File: config.mk
export PLATFORM = sky130hd
export DESIGN_NAME = irc_line_tokenizer_unit
export DESIGN_NICKNAME = d
export VERILOG_FILES = /design/src/design/ilt_pkg.sv /design/src/design/ilt_classify.sv /design/src/design/ilt_queue.sv /design/src/design/ilt_parse.sv /design/src/design/irc_line_tokenizer_unit.sv
export SDC_FILE = /design/constraint.sdc
export NUM_CORES = 1
export LEC_CHECK = 0
export BUFFER_PORTS_ARGS = -buffer_cell sky130_fd_sc_hd__buf_2
export CELL_PAD_IN_SITES_DETAIL_PLACEMENT = 1
export CELL_PAD_IN_SITES_GLOBAL_PLACEMENT = 2
export CORE_MARGIN = 2
export CORE_UTILIZATION = 38
export DETAILED_ROUTE_END_ITERATION = 12
export GPL_ROUTABILITY_DRIVEN = 0
export HOLD_SLACK_MARGIN = 0.03
export PLACE_DENSITY = 0.73
export RECOVER_POWER = 50
export REMOVE_ABC_BUFFERS = 1
export SETUP_SLACK_MARGIN = 0.15
export SYNTH_ARGS = -nofsm -noshare
export SYNTH_HDL_FRONTEND = slang
export SYNTH_SLANG_ARGS = --single-unit
File: constraint.sdc
create_clock -name clk -period 2.3 [get_ports clk]
set_input_delay 0.23 -clock clk [delete_from_list [all_inputs] [get_ports clk]]
set_output_delay 0.23 -clock clk [all_outputs]
set_load 0.005 [all_outputs]
File: src/design/ilt_pkg.sv
// shared types and constants for the line tokenizer
`default_nettype none

package ilt_pkg;

    // byte values with a syntactic meaning
    localparam logic [7:0] CH_AT    = 8'h40;
    localparam logic [7:0] CH_SEMI  = 8'h3B;
    localparam logic [7:0] CH_EQ    = 8'h3D;
    localparam logic [7:0] CH_COLON = 8'h3A;
    localparam logic [7:0] CH_SPACE = 8'h20;

    // character classes found by the front end
    localparam logic [2:0] CLS_OTHER = 3'd0;
    localparam logic [2:0] CLS_AT    = 3'd1;
    localparam logic [2:0] CLS_SEMI  = 3'd2;
    localparam logic [2:0] CLS_EQ    = 3'd3;
    localparam logic [2:0] CLS_COLON = 3'd4;
    localparam logic [2:0] CLS_SPACE = 3'd5;

    // byte roles
    localparam logic [2:0] ROLE_SEP     = 3'd0;
    localparam logic [2:0] ROLE_KEY     = 3'd1;
    localparam logic [2:0] ROLE_VALUE   = 3'd2;
    localparam logic [2:0] ROLE_SOURCE  = 3'd3;
    localparam logic [2:0] ROLE_COMMAND = 3'd4;
    localparam logic [2:0] ROLE_MIDDLE  = 3'd5;
    localparam logic [2:0] ROLE_TRAIL   = 3'd6;

    // parser phases
    localparam logic [3:0] PH_LINE_START  = 4'd0;
    localparam logic [3:0] PH_ENTRY_START = 4'd1;
    localparam logic [3:0] PH_KEY         = 4'd2;
    localparam logic [3:0] PH_VALUE_START = 4'd3;
    localparam logic [3:0] PH_VALUE       = 4'd4;
    localparam logic [3:0] PH_AFTER_TAGS  = 4'd5;
    localparam logic [3:0] PH_SRC_START   = 4'd6;
    localparam logic [3:0] PH_SRC         = 4'd7;
    localparam logic [3:0] PH_AFTER_SRC   = 4'd8;
    localparam logic [3:0] PH_COMMAND     = 4'd9;
    localparam logic [3:0] PH_PARAM_GAP   = 4'd10;
    localparam logic [3:0] PH_MIDDLE      = 4'd11;
    localparam logic [3:0] PH_TRAIL_START = 4'd12;
    localparam logic [3:0] PH_TRAIL       = 4'd13;

    // depth of the queue between front and back
    localparam int QUEUE_DEPTH = 4;

    // classified byte as it travels through the queue
    typedef struct packed {
        logic [7:0] data;
        logic       eol;
        logic [2:0] cls;
    } ilt_item_t;

    // one tokenizer result
    typedef struct packed {
        logic [7:0] data;
        logic [2:0] role;
        logic       start;
        logic [3:0] pidx;
        logic       done;
        logic       ok;
    } ilt_result_t;

endpackage

`default_nettype wire

File: src/design/ilt_classify.sv
// front end: sorts each incoming byte into a character class
`default_nettype none

module ilt_classify
    import ilt_pkg::*;
(
    input  wire logic [7:0] data_byte,
    input  wire logic       end_of_line,
    output ilt_item_t       item
);

    logic [2:0] cls;

    always_comb
    begin
        case (data_byte)
            CH_AT:    cls = CLS_AT;
            CH_SEMI:  cls = CLS_SEMI;
            CH_EQ:    cls = CLS_EQ;
            CH_COLON: cls = CLS_COLON;
            CH_SPACE: cls = CLS_SPACE;
            default:  cls = CLS_OTHER;
        endcase
    end

    assign item.data = data_byte;
    assign item.eol  = end_of_line;
    assign item.cls  = cls;

endmodule

`default_nettype wire

File: src/design/ilt_queue.sv
// short register queue between classifier and parser
`default_nettype none

module ilt_queue
    import ilt_pkg::*;
(
    input  wire logic      clk,
    input  wire logic      rst_n,
    input  wire logic      wr_en,
    input  wire ilt_item_t wr_item,
    output logic           full,
    input  wire logic      rd_en,
    output ilt_item_t      rd_item,
    output logic           valid
);

    localparam int PTR_W = (QUEUE_DEPTH > 1) ? $clog2(QUEUE_DEPTH) : 1;
    localparam int CNT_W = $clog2(QUEUE_DEPTH + 1);
    localparam logic [PTR_W-1:0] LAST_PTR = PTR_W'(QUEUE_DEPTH - 1);
    localparam logic [CNT_W-1:0] DEPTH_CNT = CNT_W'(QUEUE_DEPTH);

    ilt_item_t        slot_reg [QUEUE_DEPTH];
    logic [PTR_W-1:0] wr_ptr_reg, wr_ptr_next;
    logic [PTR_W-1:0] rd_ptr_reg, rd_ptr_next;
    logic [CNT_W-1:0] count_reg, count_next;

    assign full    = (count_reg == DEPTH_CNT);
    assign valid   = (count_reg != '0);
    assign rd_item = slot_reg[rd_ptr_reg];

    always_comb
    begin
        wr_ptr_next = wr_ptr_reg;
        rd_ptr_next = rd_ptr_reg;
        count_next  = count_reg;
        if (wr_en)
        begin
            wr_ptr_next = (wr_ptr_reg == LAST_PTR) ? '0 : wr_ptr_reg + 1'b1;
        end
        if (rd_en)
        begin
            rd_ptr_next = (rd_ptr_reg == LAST_PTR) ? '0 : rd_ptr_reg + 1'b1;
        end
        if (wr_en && !rd_en)
        begin
            count_next = count_reg + 1'b1;
        end
        else if (rd_en && !wr_en)
        begin
            count_next = count_reg - 1'b1;
        end
    end

    always_ff @(posedge clk or negedge rst_n)
    begin
        if (!rst_n)
        begin
            wr_ptr_reg <= '0;
            rd_ptr_reg <= '0;
            count_reg  <= '0;
        end
        else
        begin
            wr_ptr_reg <= wr_ptr_next;
            rd_ptr_reg <= rd_ptr_next;
            count_reg  <= count_next;
        end
    end

    always_ff @(posedge clk)
    begin
        if (wr_en)
        begin
            slot_reg[wr_ptr_reg] <= wr_item;
        end
    end

endmodule

`default_nettype wire

File: src/design/ilt_parse.sv
// back end: line parser state machine and result register
`default_nettype none

module ilt_parse
    import ilt_pkg::*;
#(
    parameter int MAX_PARAMS = 16
)
(
    input  wire logic      clk,
    input  wire logic      rst_n,
    input  wire logic      in_valid,
    input  wire ilt_item_t in_item,
    output logic           in_take,
    output logic           res_valid,
    output ilt_result_t    res,
    input  wire logic      res_pop
);

    localparam logic [3:0] INDEX_CAP = (MAX_PARAMS >= 16) ? 4'd15 : 4'(MAX_PARAMS - 1);

    logic [3:0]  phase_reg, phase_next;
    logic [3:0]  pcount_reg, pcount_next;
    logic        cmd_seen_reg, cmd_seen_next;
    logic        out_valid_reg, out_valid_next;
    ilt_result_t out_reg;
    ilt_result_t res_next;

    logic [3:0] ph;
    logic [3:0] pc;
    logic       cs;
    logic [2:0] role;
    logic       start;
    logic [3:0] pidx;
    logic [2:0] cls;

    assign cls     = in_item.cls;
    assign in_take = in_valid && (!out_valid_reg || res_pop);

    always_comb
    begin
        ph    = phase_reg;
        pc    = pcount_reg;
        cs    = cmd_seen_reg;
        role  = ROLE_SEP;
        start = 1'b0;
        pidx  = 4'd0;
        case (phase_reg)
            PH_LINE_START:
            begin
                if (cls == CLS_AT)
                    ph = PH_ENTRY_START;
                else if (cls == CLS_COLON)
                    ph = PH_SRC_START;
                else if (cls == CLS_SPACE)
                    ph = PH_PARAM_GAP;
                else
                begin
                    role = ROLE_COMMAND; start = 1'b1; cs = 1'b1; ph = PH_COMMAND;
                end
            end
            PH_ENTRY_START, PH_KEY:
            begin
                if (cls == CLS_SEMI)
                    ph = PH_ENTRY_START;
                else if (cls == CLS_SPACE)
                    ph = PH_AFTER_TAGS;
                else if (cls == CLS_EQ)
                    ph = PH_VALUE_START;
                else
                begin
                    role = ROLE_KEY; start = (phase_reg == PH_ENTRY_START); ph = PH_KEY;
                end
            end
            PH_VALUE_START, PH_VALUE:
            begin
                if (cls == CLS_SEMI)
                    ph = PH_ENTRY_START;
                else if (cls == CLS_SPACE)
                    ph = PH_AFTER_TAGS;
                else
                begin
                    role = ROLE_VALUE; start = (phase_reg == PH_VALUE_START);
                    ph = PH_VALUE;
                end
            end
            PH_AFTER_TAGS:
            begin
                if (cls == CLS_SPACE)
                    ph = PH_AFTER_TAGS;
                else if (cls == CLS_COLON)
                    ph = PH_SRC_START;
                else
                begin
                    role = ROLE_COMMAND; start = 1'b1; cs = 1'b1; ph = PH_COMMAND;
                end
            end
            PH_SRC_START, PH_SRC:
            begin
                if (cls == CLS_SPACE)
                    ph = PH_AFTER_SRC;
                else
                begin
                    role = ROLE_SOURCE; start = (phase_reg == PH_SRC_START); ph = PH_SRC;
                end
            end
            PH_AFTER_SRC:
            begin
                if (cls != CLS_SPACE)
                begin
                    role = ROLE_COMMAND; start = 1'b1; cs = 1'b1; ph = PH_COMMAND;
                end
            end
            PH_COMMAND:
            begin
                if (cls == CLS_SPACE)
                    ph = PH_PARAM_GAP;
                else
                    role = ROLE_COMMAND;
            end
            PH_PARAM_GAP:
            begin
                if (cls == CLS_SPACE)
                    ph = PH_PARAM_GAP;
                else if (cls == CLS_COLON)
                begin
                    pidx = pcount_reg; ph = PH_TRAIL_START;
                end
                else
                begin
                    role = ROLE_MIDDLE; start = 1'b1; pidx = pcount_reg; ph = PH_MIDDLE;
                end
            end
            PH_MIDDLE:
            begin
                if (cls == CLS_SPACE)
                begin
                    // saturating parameter count
                    if (pcount_reg < INDEX_CAP)
                        pc = pcount_reg + 4'd1;
                    ph = PH_PARAM_GAP;
                end
                else
                begin
                    role = ROLE_MIDDLE; pidx = pcount_reg;
                end
            end
            PH_TRAIL_START, PH_TRAIL:
            begin
                role  = ROLE_TRAIL;
                start = (phase_reg == PH_TRAIL_START);
                pidx  = pcount_reg;
                ph    = PH_TRAIL;
            end
            default:
            begin
                ph = PH_LINE_START;
            end
        endcase

        res_next.data  = in_item.data;
        res_next.role  = role;
        res_next.start = start;
        res_next.pidx  = pidx;
        res_next.done  = in_item.eol;
        res_next.ok    = in_item.eol & cs;

        phase_next    = phase_reg;
        pcount_next   = pcount_reg;
        cmd_seen_next = cmd_seen_reg;
        if (in_take)
        begin
            if (in_item.eol)
            begin
                phase_next    = PH_LINE_START;
                pcount_next   = 4'd0;
                cmd_seen_next = 1'b0;
            end
            else
            begin
                phase_next    = ph;
                pcount_next   = pc;
                cmd_seen_next = cs;
            end
        end

        out_valid_next = out_valid_reg;
        if (in_take)
            out_valid_next = 1'b1;
        else if (res_pop)
            out_valid_next = 1'b0;
    end

    always_ff @(posedge clk or negedge rst_n)
    begin
        if (!rst_n)
        begin
            phase_reg     <= PH_LINE_START;
            pcount_reg    <= 4'd0;
            cmd_seen_reg  <= 1'b0;
            out_valid_reg <= 1'b0;
        end
        else
        begin
            phase_reg     <= phase_next;
            pcount_reg    <= pcount_next;
            cmd_seen_reg  <= cmd_seen_next;
            out_valid_reg <= out_valid_next;
        end
    end

    always_ff @(posedge clk)
    begin
        if (in_take)
        begin
            out_reg <= res_next;
        end
    end

    assign res_valid = out_valid_reg;
    assign res       = out_reg;

endmodule

`default_nettype wire

File: src/design/irc_line_tokenizer_unit.sv
// top level of the byte-serial chat line tokenizer
// accepted bytes go through the queue, then into the result register
// throughput: one byte per cycle while results are popped as they appear
// the classifier writes into a four-entry queue, so the input keeps flowing while
// results back up, until that queue and the result register are both full
// reset: asynchronous, empties the queue and result register, parser state to line start
`default_nettype none

module irc_line_tokenizer_unit
    import ilt_pkg::*;
#(
    parameter int MAX_PARAMS = 16
)
(
    input  wire logic       clk,
    input  wire logic       rst_n,
    // input side, queue style
    input  wire logic       push,
    output logic            full,
    input  wire logic [7:0] data_byte,
    input  wire logic       end_of_line,
    // result side, queue style
    output logic            empty,
    input  wire logic       pop,
    output logic [7:0]      out_byte,
    output logic [2:0]      byte_role,
    output logic            field_start,
    output logic [3:0]      param_index,
    output logic            line_done,
    output logic            line_ok
);

    ilt_item_t   cls_item;
    ilt_item_t   q_item;
    logic        q_full;
    logic        q_valid;
    logic        q_take;
    logic        res_valid;
    ilt_result_t res;
    logic        in_transaction;

    // a transaction is taken only when the queue has room
    assign in_transaction = push && !q_full;
    assign full           = q_full;

    // front end: character classification
    ilt_classify u_classify (
        .data_byte   (data_byte),
        .end_of_line (end_of_line),
        .item        (cls_item)
    );

    // decoupling queue between classification and parsing
    ilt_queue u_queue (
        .clk     (clk),
        .rst_n   (rst_n),
        .wr_en   (in_transaction),
        .wr_item (cls_item),
        .full    (q_full),
        .rd_en   (q_take),
        .rd_item (q_item),
        .valid   (q_valid)
    );

    // back end: parser state and result register, which can refill in the
    // same cycle that its current result is popped
    ilt_parse #(
        .MAX_PARAMS (MAX_PARAMS)
    ) u_parse (
        .clk       (clk),
        .rst_n     (rst_n),
        .in_valid  (q_valid),
        .in_item   (q_item),
        .in_take   (q_take),
        .res_valid (res_valid),
        .res       (res),
        .res_pop   (pop)
    );

    assign empty       = !res_valid;
    assign out_byte    = res.data;
    assign byte_role   = res.role;
    assign field_start = res.start;
    assign param_index = res.pidx;
    assign line_done   = res.done;
    assign line_ok     = res.ok;

    // line status only ever appears on the closing byte of a line
    a_ok_only_at_end: assert property (@(posedge clk) disable iff (!rst_n)
        (!empty && line_ok) |-> line_done)
        else $error("line_ok set on a byte that does not end the line");

    // separators never open a field
    a_sep_no_start: assert property (@(posedge clk) disable iff (!rst_n)
        (!empty && byte_role == ROLE_SEP) |-> !field_start)
        else $error("separator byte marked as field start");

    // key, value, source and command bytes carry index zero
    a_pidx_zero: assert property (@(posedge clk) disable iff (!rst_n)
        (!empty && (byte_role == ROLE_KEY || byte_role == ROLE_VALUE ||
                    byte_role == ROLE_SOURCE || byte_role == ROLE_COMMAND))
        |-> (param_index == 4'd0))
        else $error("non-parameter byte carries a parameter index");

endmodule

`default_nettype wire
==> reports/metrics.yaml, run 1 <==
cts:
  cts-root-buf: "sky130_fd_sc_hd__clkbuf_8"
  clock_insertion_delay_worst_skew_ns: 0.35
  worst_setup_hold_path_clk_slew_ns: 0.09
  h-tree-depth: 3
  cts_buffer_depth: 2
  cts_sinks: 83
  cts_buffers: 9
  clock_tree_from_tritoncts: "done"
placed_design:
  dp_hpwl_mm: 5.797
  port_buffers: 32
worst_setup_path:
  path_delay_family: "multiplexers"
  critical_path_required_ns: 2.55
  crit_path_max_fanout: 5
  critPathLaunchType: "register"
  timing.critical_path.slowest_cell_delay_ns: 0.57
  timing_worst_setup_path_type: "reg2reg"
  crit_path_cell_trace: "mux4_2, and3b_2, buf_4, a21oi_4, inv_2, a2111oi_4, o21ai_2"
  ff2ff_path_depth: 7
  worst_ep_arrival_time_ns: 2.38
  timing.critical_path.to_type: "register"
  slowest_stage: "sky130_fd_sc_hd__mux4_2"
  instance_count_on_the_critical_path: 7
  timing.critical_path.buf_inv: 2
routing:
  drt-total-wl_mm: 8.415
  routed_wire_length_per_instance_um: 17.72
  detail-route-antenna-nets: 0
  detailedRoute.firstPassIterationCount: 4
  drt-initial-drc-count: 67
  drt-vias-per-instance: 5.211
  drt_drc_violations_left: 0
  route.vias.total: 2475
global_routing:
  antenna_violations_before_repair: 0
  grtUsageTotal: 0.1625
  maximum_number_of_pins_on_one_net_before_global_route_repair: 27
  grt-ovfl-total: 0
  grt_pass1_wl_mm: 13.88
  vias_in_the_first_global_route: 2627
die:
  chipHeight_um: 104.9
  die-area_sq_um: 10990
  ios: 33
  rows: 36
  chipWidth_um: 104.9
  core_region_area_sq_um: 9819
  initial_util: 0.3936
yosys:
  yosysTopAreaCellShare: 0.5128
  ys_seq_area_frac: 0.6229
  synth-seq-cells: 83
  yosys-top-cells-count: "sky130_fd_sc_hd__edfxtp_1, sky130_fd_sc_hd__nor2_1, sky130_fd_sc_hd__a21oi_1, sky130_fd_sc_hd__dfrtp_1, sky130_fd_sc_hd__nand2_1"
  post-synth-top-count-cell: "sky130_fd_sc_hd__edfxtp_1"
  netlist_top_cells_area: "sky130_fd_sc_hd__edfxtp_1, sky130_fd_sc_hd__dfrtp_1, sky130_fd_sc_hd__mux4_2"
  synthesis.yosys.warnings: 0
  asyncSetResetFlopFracSynth: 0.2048
  synthesis.area_sq_um: 3865
  postSynth.topFlopCell: "sky130_fd_sc_hd__edfxtp_1"
  synth_edf_count: 66
  post-synth-top-area-cell: "sky130_fd_sc_hd__edfxtp_1"
  synthesis.instances: 287
  syn_area_per_cell_sq_um: 13.47
  synthDistinctLibCells: 54
power:
  power_density_nw_per_um2: 1348
  vdd_ir_drop_max_mv: 0.4480
  fin_total_pwr_uw: 6118
  total_leakage_power_uw: 0.001605
timing:
  finalClockSkew_ns: 0.008164
  layout_worst_path_cycle_share: 0.9273
  clock.fmax_mhz: 468.8
  period_needed_ns: 2.133
  timing_max_transition_violations_final: 0
  holdWs_ns: 0.06927
  max_slew.worst_pin.slew_ns: 1.109
  worst_slew_margin_rel: 0.2606
  timing.final.hold_violations: 0
  timing.final.setup_violations: 0
  unrepaired_setup_endpoints_after_global_routing: "yes"
layout:
  n_antenna_cell: 0
  filler_cell_count: 1066
  finalNetCount: 358
  seq_area_sq_um: 2409
  multi_input_comb_area_sq_um: 1420
  largest_register_ff_count: 48
  post_route_cells_drive_above_1_share: 0.2485
  areaGrowthSynthToFinish_pct: 17.42
  postLayoutCoreUtil: 0.4622
job:
  maxCapViolCount: 0
min_path:
  hold_path_cells: 2
  worstHoldPathType: "in2reg"
status:
  status: "finished clean"
layer usage:
layer | vias to the layer above | share of wire | track usage
li1 | 1179 | - | -
met1 | 1243 | 0.44 | 0.2061
met3 | 6 | 0.032 | 0.03681
met4 | 0 | 0.0090 | 0.04476
met2 | 47 | 0.52 | 0.2797
met5 | - | 0 | 0
layout make-up:
class / count / area share
inverters: 11 / 0.009098
repair buffers: 54 / 0.06810
clock inverters: 7 / 0.01516
flip-flops and latches: 83 / 0.5307
well taps: 133 / 0.03667
multi-input cells: 178 / 0.3129
clock buffers: 9 / 0.02730
worst reg2reg max path, cell delays in order (launching register included):
cell and delay, ns:
sky130_fd_sc_hd__dfrtp_2 0.44, sky130_fd_sc_hd__mux4_2 0.57, sky130_fd_sc_hd__and3b_2 0.26, sky130_fd_sc_hd__buf_4 0.15, sky130_fd_sc_hd__a21oi_4 0.16, sky130_fd_sc_hd__inv_2 0.06
sky130_fd_sc_hd__a2111oi_4 0.32, sky130_fd_sc_hd__o21ai_2 0.07
path summary, 6_finish.rpt:
kind	startpoint	end	slack, ns
max	u_queue.rd_ptr_reg[0]	u_parse.phase_reg[0]	0.17
max in group asynchronous	rst_n	u_queue.rd_ptr_reg[0]	0.95
max reg2reg	u_queue.rd_ptr_reg[0]	u_parse.phase_reg[0]	0.17
min in group asynchronous	rst_n	u_parse.pcount_reg[1]	0.62
min	pop	u_parse.res_valid	0.07
min reg2reg	u_queue.count_reg[2]	u_queue.count_reg[2]	0.49
through the flow:
| step | std cells | cell area (sq um) | setup slack, ns | TNS, ns |
|---|---|---|---|---|
| finish | 475 | 4538 | 0.1671 | 0 |
| global route | 475 | 4538 | 0.03892 | 0 |
| CTS | 472 | 4481 | 0.1343 | 0 |
| detailed placement | 455 | 4247 | 0.04408 | 0 |
| global placement | 455 | 4247 | 0.08638 | 0 |
| floorplan | 272 | 3785 | -0.2932 | -2.469 |
power by group:
group	internal (uW)	switching, uW
logic	1200	1510
registers	2170	252
clock network	419	569
total	3790	2330
logic make-up after synthesis:
logic type,count (synthesis),synth area share
xor+xnor,7,0.01586
fa+ha+maj,8,0.02784
mux,17,0.08385
simple gates,90,0.1224
buf+inv,26,0.03140
compound gates,56,0.09583
flops,83,0.6229
cells in the final DEF (no fill, tap or decap), drive strengths merged, types with 2 or more instances in the layout:
cell / n
a311oi: 2
nand2b: 6
clkinvlp: 2
xor2: 4
buf: 31
nand3: 8
o211ai: 3
clkbuf: 31
ha: 7
nand3b: 2
clkinv: 3
edfxtp: 66
inv: 13
o21a: 3
nor2: 23
a21o: 2
or4: 2
a221o: 2
and2: 9
mux2: 3
o32ai: 2
dfrtp: 17
nand2: 17
or3: 6
xnor2: 3
o21ai: 13
nor3: 7
mux2i: 2
a21oi: 21
nor2b: 2
mux4: 12
repair_timing:
item                       CTS  global route
gates resized for setup      7            18
setup endpoints to repair    8            13
hold endpoints to repair    17             0
cloned                       0             0
pin swaps                    0             3
hold buffers                 1             0
setup buffers                0             3
(Power assumes the default switching activity.)
==> run 2: changes to the inputs <==
--- a/config.mk
+++ b/config.mk
@@ -13,6 +13,7 @@
 export DETAILED_ROUTE_END_ITERATION = 12
 export GPL_ROUTABILITY_DRIVEN = 0
 export HOLD_SLACK_MARGIN = 0.03
+export MAX_ROUTING_LAYER = met4
 export PLACE_DENSITY = 0.73
 export RECOVER_POWER = 50
 export REMOVE_ABC_BUFFERS = 1
==> run 2 against run 1 <==
  * Sequential share of layout area unchanged
  * Count of clock-buffer cells in the layout unchanged
  * Cell count unchanged
  * Highest routed layer unchanged
==> reports/metrics.yaml, run 2 (synthesized netlist as in run 1, its figures left out) <==
status:
  status: "finished clean"
cts:
  cts-root-buf: "sky130_fd_sc_hd__clkbuf_8"
  clock_tree_from_tritoncts: "done"
  worst_setup_hold_path_clk_slew_ns: 0.09
  cts_sinks: 83
  h-tree-depth: 3
  clock_insertion_delay_worst_skew_ns: 0.35
  cts_buffers: 9
  cts_buffer_depth: 2
routing:
  route.vias.total: 2469
  detail-route-antenna-nets: 0
  drt-initial-drc-count: 76
  drt_drc_violations_left: 0
  drt-total-wl_mm: 8.427
  drt-vias-per-instance: 5.198
  detailedRoute.firstPassIterationCount: 4
  routed_wire_length_per_instance_um: 17.74
die:
  chipHeight_um: 104.9
  chipWidth_um: 104.9
  ios: 33
  core_region_area_sq_um: 9819
  die-area_sq_um: 10990
  rows: 36
  initial_util: 0.3936
timing:
  finalClockSkew_ns: 0.007735
  max_slew.worst_pin.slew_ns: 1.107
  unrepaired_setup_endpoints_after_global_routing: "yes"
  worst_slew_margin_rel: 0.2617
  period_needed_ns: 2.131
  timing_max_transition_violations_final: 0
  layout_worst_path_cycle_share: 0.9264
  clock.fmax_mhz: 469.3
  timing.final.hold_violations: 0
  timing.final.setup_violations: 0
min_path:
  hold_path_cells: 2
  hold_path.startpoint: "pop"
  worstHoldPathType: "in2reg"
  hold_end: "u_parse.res_valid"
layout:
  leading_cell_type_in_the_layout_fill_and_taps_excluded: "sky130_fd_sc_hd__edfxtp_1"
  n_antenna_cell: 0
  finalNetCount: 358
  largest_register_ff_count: 48
  areaGrowthSynthToFinish_pct: 17.42
  layoutNonFillerInstCount: 475
  multi_input_comb_area_sq_um: 1420
  filler_cell_count: 1066
  seq_area_sq_um: 2409
  mostFrequentLayoutCells: "sky130_fd_sc_hd__edfxtp_1, sky130_fd_sc_hd__nor2_1, sky130_fd_sc_hd__clkbuf_1"
  postLayoutCoreUtil: 0.4622
  post_route_cells_drive_above_1_share: 0.2485
worst_setup_path:
  critical_path_required_ns: 2.55
  ff2ff_path_depth: 7
  timing.reg2reg.setup_slack_ns: 0.17
  critPathLaunchType: "register"
  timing_worst_setup_path_type: "reg2reg"
  regToRegStartpoint: "u_queue.rd_ptr_reg[0]"
  timing.critical_path.to_type: "register"
  r2r-end: "u_parse.phase_reg[0]"
  crit_path_max_fanout: 5
  worst_ep_arrival_time_ns: 2.38
power:
  power_density_nw_per_um2: 1348
  p_sw_uw: 2332
  power_switching_share: 0.3812
  internal_power_uw: 3787
  total_leakage_power_uw: 0.001605
  vdd_ir_drop_max_mv: 0.4475
  power.share.sequential: 0.395
  p_comb_frac: 0.443
  fraction_of_power_consumed_by_the_clock_network: 0.162
placed_design:
  port_buffers: 32
  placed_cells_incl_taps: 455
  dp_hpwl_mm: 5.797
global_routing:
  vias_in_the_first_global_route: 2625
  grtUsageTotal: 0.1669
  maximum_number_of_pins_on_one_net_before_global_route_repair: 27
  grt-ovfl-total: 0
  antenna_violations_before_repair: 0
  grt_pass1_wl_mm: 13.86
job:
  maxCapViolCount: 0
run 2: cell counts in the layout (fill, tap and decap cells not counted):
No cell type changed its count.
run 2: metrics by stage:
stage / TNS [ns] / power, uW / setup WS, ns / area (sq um) / hold slack (ns)
3_3_place_gp: 0 / 4924 / 0.08638 / 4247 / 0.2113
3_5_place_dp: 0 / 4980 / 0.04408 / 4247 / 0.2205
4_1_cts: 0 / 6068 / 0.1343 / 4481 / 0.04658
2_1_floorplan: -2.469 / 4031 / -0.2932 / 3785 / -0.06559
5_1_grt: 0 / 6554 / 0.03892 / 4538 / 0.05629
6_report: 0 / 6119 / 0.1693 / 4538 / 0.06892
run 2: per-layer routing:
layer  track usage  wire, um  vias up
li1              -         -     1178
met1        0.2052      3728     1245
met2        0.2797      4391       40
met3       0.03681       231        6
met4       0.04476        76        0
met5             -         0        -
run 2: worst max-delay path: stages (launching register included):
cell and delay, ns:
sky130_fd_sc_hd__dfrtp_2 0.44, sky130_fd_sc_hd__mux4_2 0.57, sky130_fd_sc_hd__and3b_2 0.26, sky130_fd_sc_hd__buf_4 0.15, sky130_fd_sc_hd__a21oi_4 0.16, sky130_fd_sc_hd__inv_2 0.06, sky130_fd_sc_hd__a2111oi_4 0.31, sky130_fd_sc_hd__o21ai_2 0.07
run 2: timing repair:
action,in CTS,in global routing
endpoints found under the setup margin,8,13
hold buffers,1,0
endpoints found under the hold margin,17,0
pin swaps,0,3
buffers inserted,0,3
gates resized for setup,7,18
run 2: final cells by class:
type                            instances  area share
Inverter                               11    0.009098
Sequential cell                        83      0.5307
Tap cell                              133     0.03667
Clock inverter                          7     0.01516
Clock buffer                            9     0.02730
Multi-Input combinational cell        178      0.3129
Timing Repair Buffer                   54     0.06810
run 2: power groups by stage:
stage / clock (uW) / combinational [uW] / sequential (uW)
floorplan: 0 / 1510 / 2530
global placement: 0 / 2500 / 2430
detailed placement: 0 / 2530 / 2450
CTS: 1030 / 2620 / 2420
global route: 1080 / 2990 / 2480
finish: 991 / 2710 / 2420
run 2: how the worst max path moves through the flow:
stage                           from              endpoint  cells after the start
2_1_floorplan  u_queue.rd_ptr_reg[0]  u_parse.phase_reg[0]                      6
3_3_place_gp   u_queue.rd_ptr_reg[0]  u_parse.phase_reg[0]                      6
4_1_cts        u_queue.rd_ptr_reg[0]  u_parse.phase_reg[3]                      5
5_1_grt        u_queue.rd_ptr_reg[0]  u_parse.phase_reg[0]                      7
6_report       u_queue.rd_ptr_reg[0]  u_parse.phase_reg[0]                      7
3_5_place_dp   u_queue.rd_ptr_reg[0]  u_parse.phase_reg[3]                      7
==> run 3: changes to the inputs <==
--- a/config.mk
+++ b/config.mk
@@ -14,10 +14,11 @@
 export GPL_ROUTABILITY_DRIVEN = 0
 export HOLD_SLACK_MARGIN = 0.03
 export MAX_ROUTING_LAYER = met4
-export PLACE_DENSITY = 0.73
+export PLACE_DENSITY = 0.72
 export RECOVER_POWER = 50
 export REMOVE_ABC_BUFFERS = 1
 export SETUP_SLACK_MARGIN = 0.15
 export SYNTH_ARGS = -nofsm -noshare
 export SYNTH_HDL_FRONTEND = slang
+export SYNTH_HIERARCHICAL = 1
 export SYNTH_SLANG_ARGS = --single-unit
==> run 3 against run 2 <==
  * Count of clock-buffer cells in the layout stayed put
  * Sequential cell count unchanged
  * Cell area increased by 1.6%
  * Routed wire length is 0.90% lower
  * Synthesized cell count shrank 1.7%
  * Via count increased by 2.4%
==> reports/metrics.yaml, run 3 <==
yosys:
  post_synth_fa_ha_maj_area_fraction: 0.02733
  syn_area_per_cell_sq_um: 13.96
  asyncSetResetFlopFracSynth: 0.2048
  synth_edf_count: 66
  synthesis.area_sq_um: 3938
  synthesis.instances: 282
  synthesis.yosys.warnings: 6
  post-synth-top-count-cell: "sky130_fd_sc_hd__edfxtp_1"
  yosys-top-cells-count: "sky130_fd_sc_hd__edfxtp_1, sky130_fd_sc_hd__dfrtp_1, sky130_fd_sc_hd__nor2_1, sky130_fd_sc_hd__a21oi_1, sky130_fd_sc_hd__nand2_1"
  dominant_combinational_cell_family_by_area_after_synthesis: "simple AND/OR/NAND/NOR gates"
  yosysTopAreaCellShare: 0.5033
  synthMuxAreaShare: 0.08357
  synth-seq-cells: 83
  post_synth_xor_area_fraction: 0.01779
  synth-simple-area-share: 0.1138
  synth_compound_gate_area_share: 0.09692
  post-synth-top-area-cell: "sky130_fd_sc_hd__edfxtp_1"
  synthDistinctLibCells: 58
  postSynth.topFlopCell: "sky130_fd_sc_hd__edfxtp_1"
  netlist_top_cells_area: "sky130_fd_sc_hd__edfxtp_1, sky130_fd_sc_hd__dfrtp_1, sky130_fd_sc_hd__mux4_2"
  ys_seq_area_frac: 0.6114
timing:
  clock.fmax_mhz: 447.6
  max_slew.worst_pin.slew_ns: 1.137
  period_needed_ns: 2.234
  timing_max_transition_violations_final: 0
  timing.setup.tns_ns: 0
  unrepaired_setup_endpoints_after_global_routing: "yes"
  layout_worst_path_cycle_share: 0.9713
  finalClockSkew_ns: 0.01375
  worst_slew_margin_rel: 0.2419
  timing.final.setup_violations: 0
  timing.final.hold_violations: 0
routing:
  drt_drc_violations_left: 0
  drt-initial-drc-count: 79
  detailedRoute.firstPassIterationCount: 4
  detail-route-antenna-nets: 0
  route.vias.total: 2529
  routed_wire_length_per_instance_um: 17.51
  drt-vias-per-instance: 5.302
  drt-total-wl_mm: 8.351
worst_setup_path:
  critical_path_required_ns: 2.60
  r2r-end: "u_parse/phase_reg[0]"
  crit_path_max_fanout: 5
  regToRegStartpoint: "u_queue/rd_ptr_reg[0]"
  cp-endpoint: "u_parse/phase_reg[0]"
  timing_worst_setup_path_type: "reg2reg"
  critPathLaunchType: "register"
  ff2ff_path_depth: 7
  startpoint: "u_queue/rd_ptr_reg[0]"
  timing.reg2reg.setup_slack_ns: 0.07
  worst_ep_arrival_time_ns: 2.54
  timing.critical_path.to_type: "register"
layout:
  n_antenna_cell: 0
  postLayoutCoreUtil: 0.4526
  areaGrowthSynthToFinish_pct: 17.06
  layoutNonFillerInstCount: 477
  finalNetCount: 357
  post_route_cells_drive_above_1_share: 0.2639
  cell_area_after_layout_sq_um: 4609
  mostFrequentLayoutCells: "sky130_fd_sc_hd__edfxtp_1, sky130_fd_sc_hd__buf_4, sky130_fd_sc_hd__clkbuf_1"
  largest_register_ff_count: 48
  leading_cell_type_in_the_layout_fill_and_taps_excluded: "sky130_fd_sc_hd__edfxtp_1"
global_routing:
  grt_most_used_layer: "met2"
  grt_util_met2: 0.2682
  antenna_violations_before_repair: 0
  gr-usage-met1: 0.2009
  grtUsageTotal: 0.1622
  grt-ovfl-total: 0
  groute.layer.met3.usage: 0.03340
  grt_pass1_wl_mm: 13.54
  vias_in_the_first_global_route: 2596
  maximum_number_of_pins_on_one_net_before_global_route_repair: 30
cts:
  h-tree-depth: 3
  cts_buffers: 9
  clock_tree_from_tritoncts: "done"
  clock_insertion_delay_worst_skew_ns: 0.36
  worst_setup_hold_path_clk_slew_ns: 0.09
  cts_buffer_depth: 2
  cts_sinks: 83
  cts-root-buf: "sky130_fd_sc_hd__clkbuf_8"
die:
  rows: 37
  core_region_area_sq_um: 10180
  chipWidth_um: 105.8
  ios: 33
  chipHeight_um: 105.8
  initial_util: 0.3866
  die-area_sq_um: 11190
job:
  maxCapViolCount: 0
power:
  total_leakage_power_uw: 0.001715
  vdd_ir_drop_max_mv: 0.4557
  fin_total_pwr_uw: 5995
  power_density_nw_per_um2: 1301
placed_design:
  port_buffers: 32
  dp_hpwl_mm: 5.616
  placed_cells_incl_taps: 456
  post_dp_cell_area_sq_um: 4357
status:
  status: "finished clean"
min_path:
  hold_path.startpoint: "pop"
  worstHoldPathType: "in2reg"
-- run 3: worst min path at each step --
stage | endpoint | slack (ns) | cells after the start
after floorplan | u_parse/cmd_seen_reg | -0.07 | 0
after global placement | u_parse/pcount_reg[0] | 0.23 | 1
after detailed placement | u_parse/pcount_reg[0] | 0.22 | 1
after CTS | u_queue/slot_reg[2][11] | 0.1 | 1
after global routing | u_parse/res_valid | 0.17 | 3
final | u_parse/res_valid | 0.15 | 3
-- run 3: cell families (layout without fill, tap and decap cells) --
| group | after synthesis | count (layout) |
|---|---|---|
| AO/OA/AOI/OAI | 55 | 55 |
| XOR/XNOR | 8 | 8 |
| adder cells (fa/ha/maj) | 8 | 8 |
| buffers and inverters | 34 | 93 |
| flip-flops | 83 | 83 |
| multiplexers | 16 | 16 |
| AND/OR/NAND/NOR | 78 | 78 |
-- run 3: layout make-up --
| class | count | area [sq um] |
|---|---|---|
| repair buffers | 69 | 429.2 |
| flip-flops and latches | 83 | 2409 |
| inverters | 8 | 30.03 |
| clock buffers | 9 | 123.9 |
| multi-input cells | 165 | 1396 |
| fillers | 1073 | 5575 |
| clock inverters | 7 | 51.30 |
| well taps | 136 | 170.2 |
-- run 3: worst max-delay path, stage by stage, from the launching register on --
cell and delay, ns:
sky130_fd_sc_hd__dfrtp_1 0.38, sky130_fd_sc_hd__mux4_2 0.55, sky130_fd_sc_hd__nand3b_1 0.28, sky130_fd_sc_hd__buf_4 0.21, sky130_fd_sc_hd__o21ai_4 0.06, sky130_fd_sc_hd__or4b_1 0.47
sky130_fd_sc_hd__nand4_1 0.12, sky130_fd_sc_hd__a22o_1 0.12
-- run 3: power breakdown --
group          internal (uW)  switching, uW  total, uW  leakage [uW]
registers               2140            234       2380      0.000820
logic                   1300           1380       2680      0.000802
clock network            399            542        941     0.0000929
-- run 3: repair_timing --
item	CTS	global route
setup buffers	3	1
hold buffers	1	0
setup endpoints to repair	8	13
hold endpoints to repair	17	0
gates resized for setup	6	12
pin swaps	3	2
-- run 3: metal layers --
metal  routed length, um  up-vias
met5                   0        -
met4                 115        0
met3                 365       13
met2                4231       59
met1                3638     1279
li1                    -     1178
-- run 3: stage by stage --
stage                     hold WS (ns)  setup slack, ns
after floorplan               -0.06559          -0.3685
after global placement          0.2332          0.04527
after detailed placement        0.2167      -0.00002776
after CTS                      0.09629          0.07757
after global routing            0.1736         -0.05881
final                           0.1521          0.06599
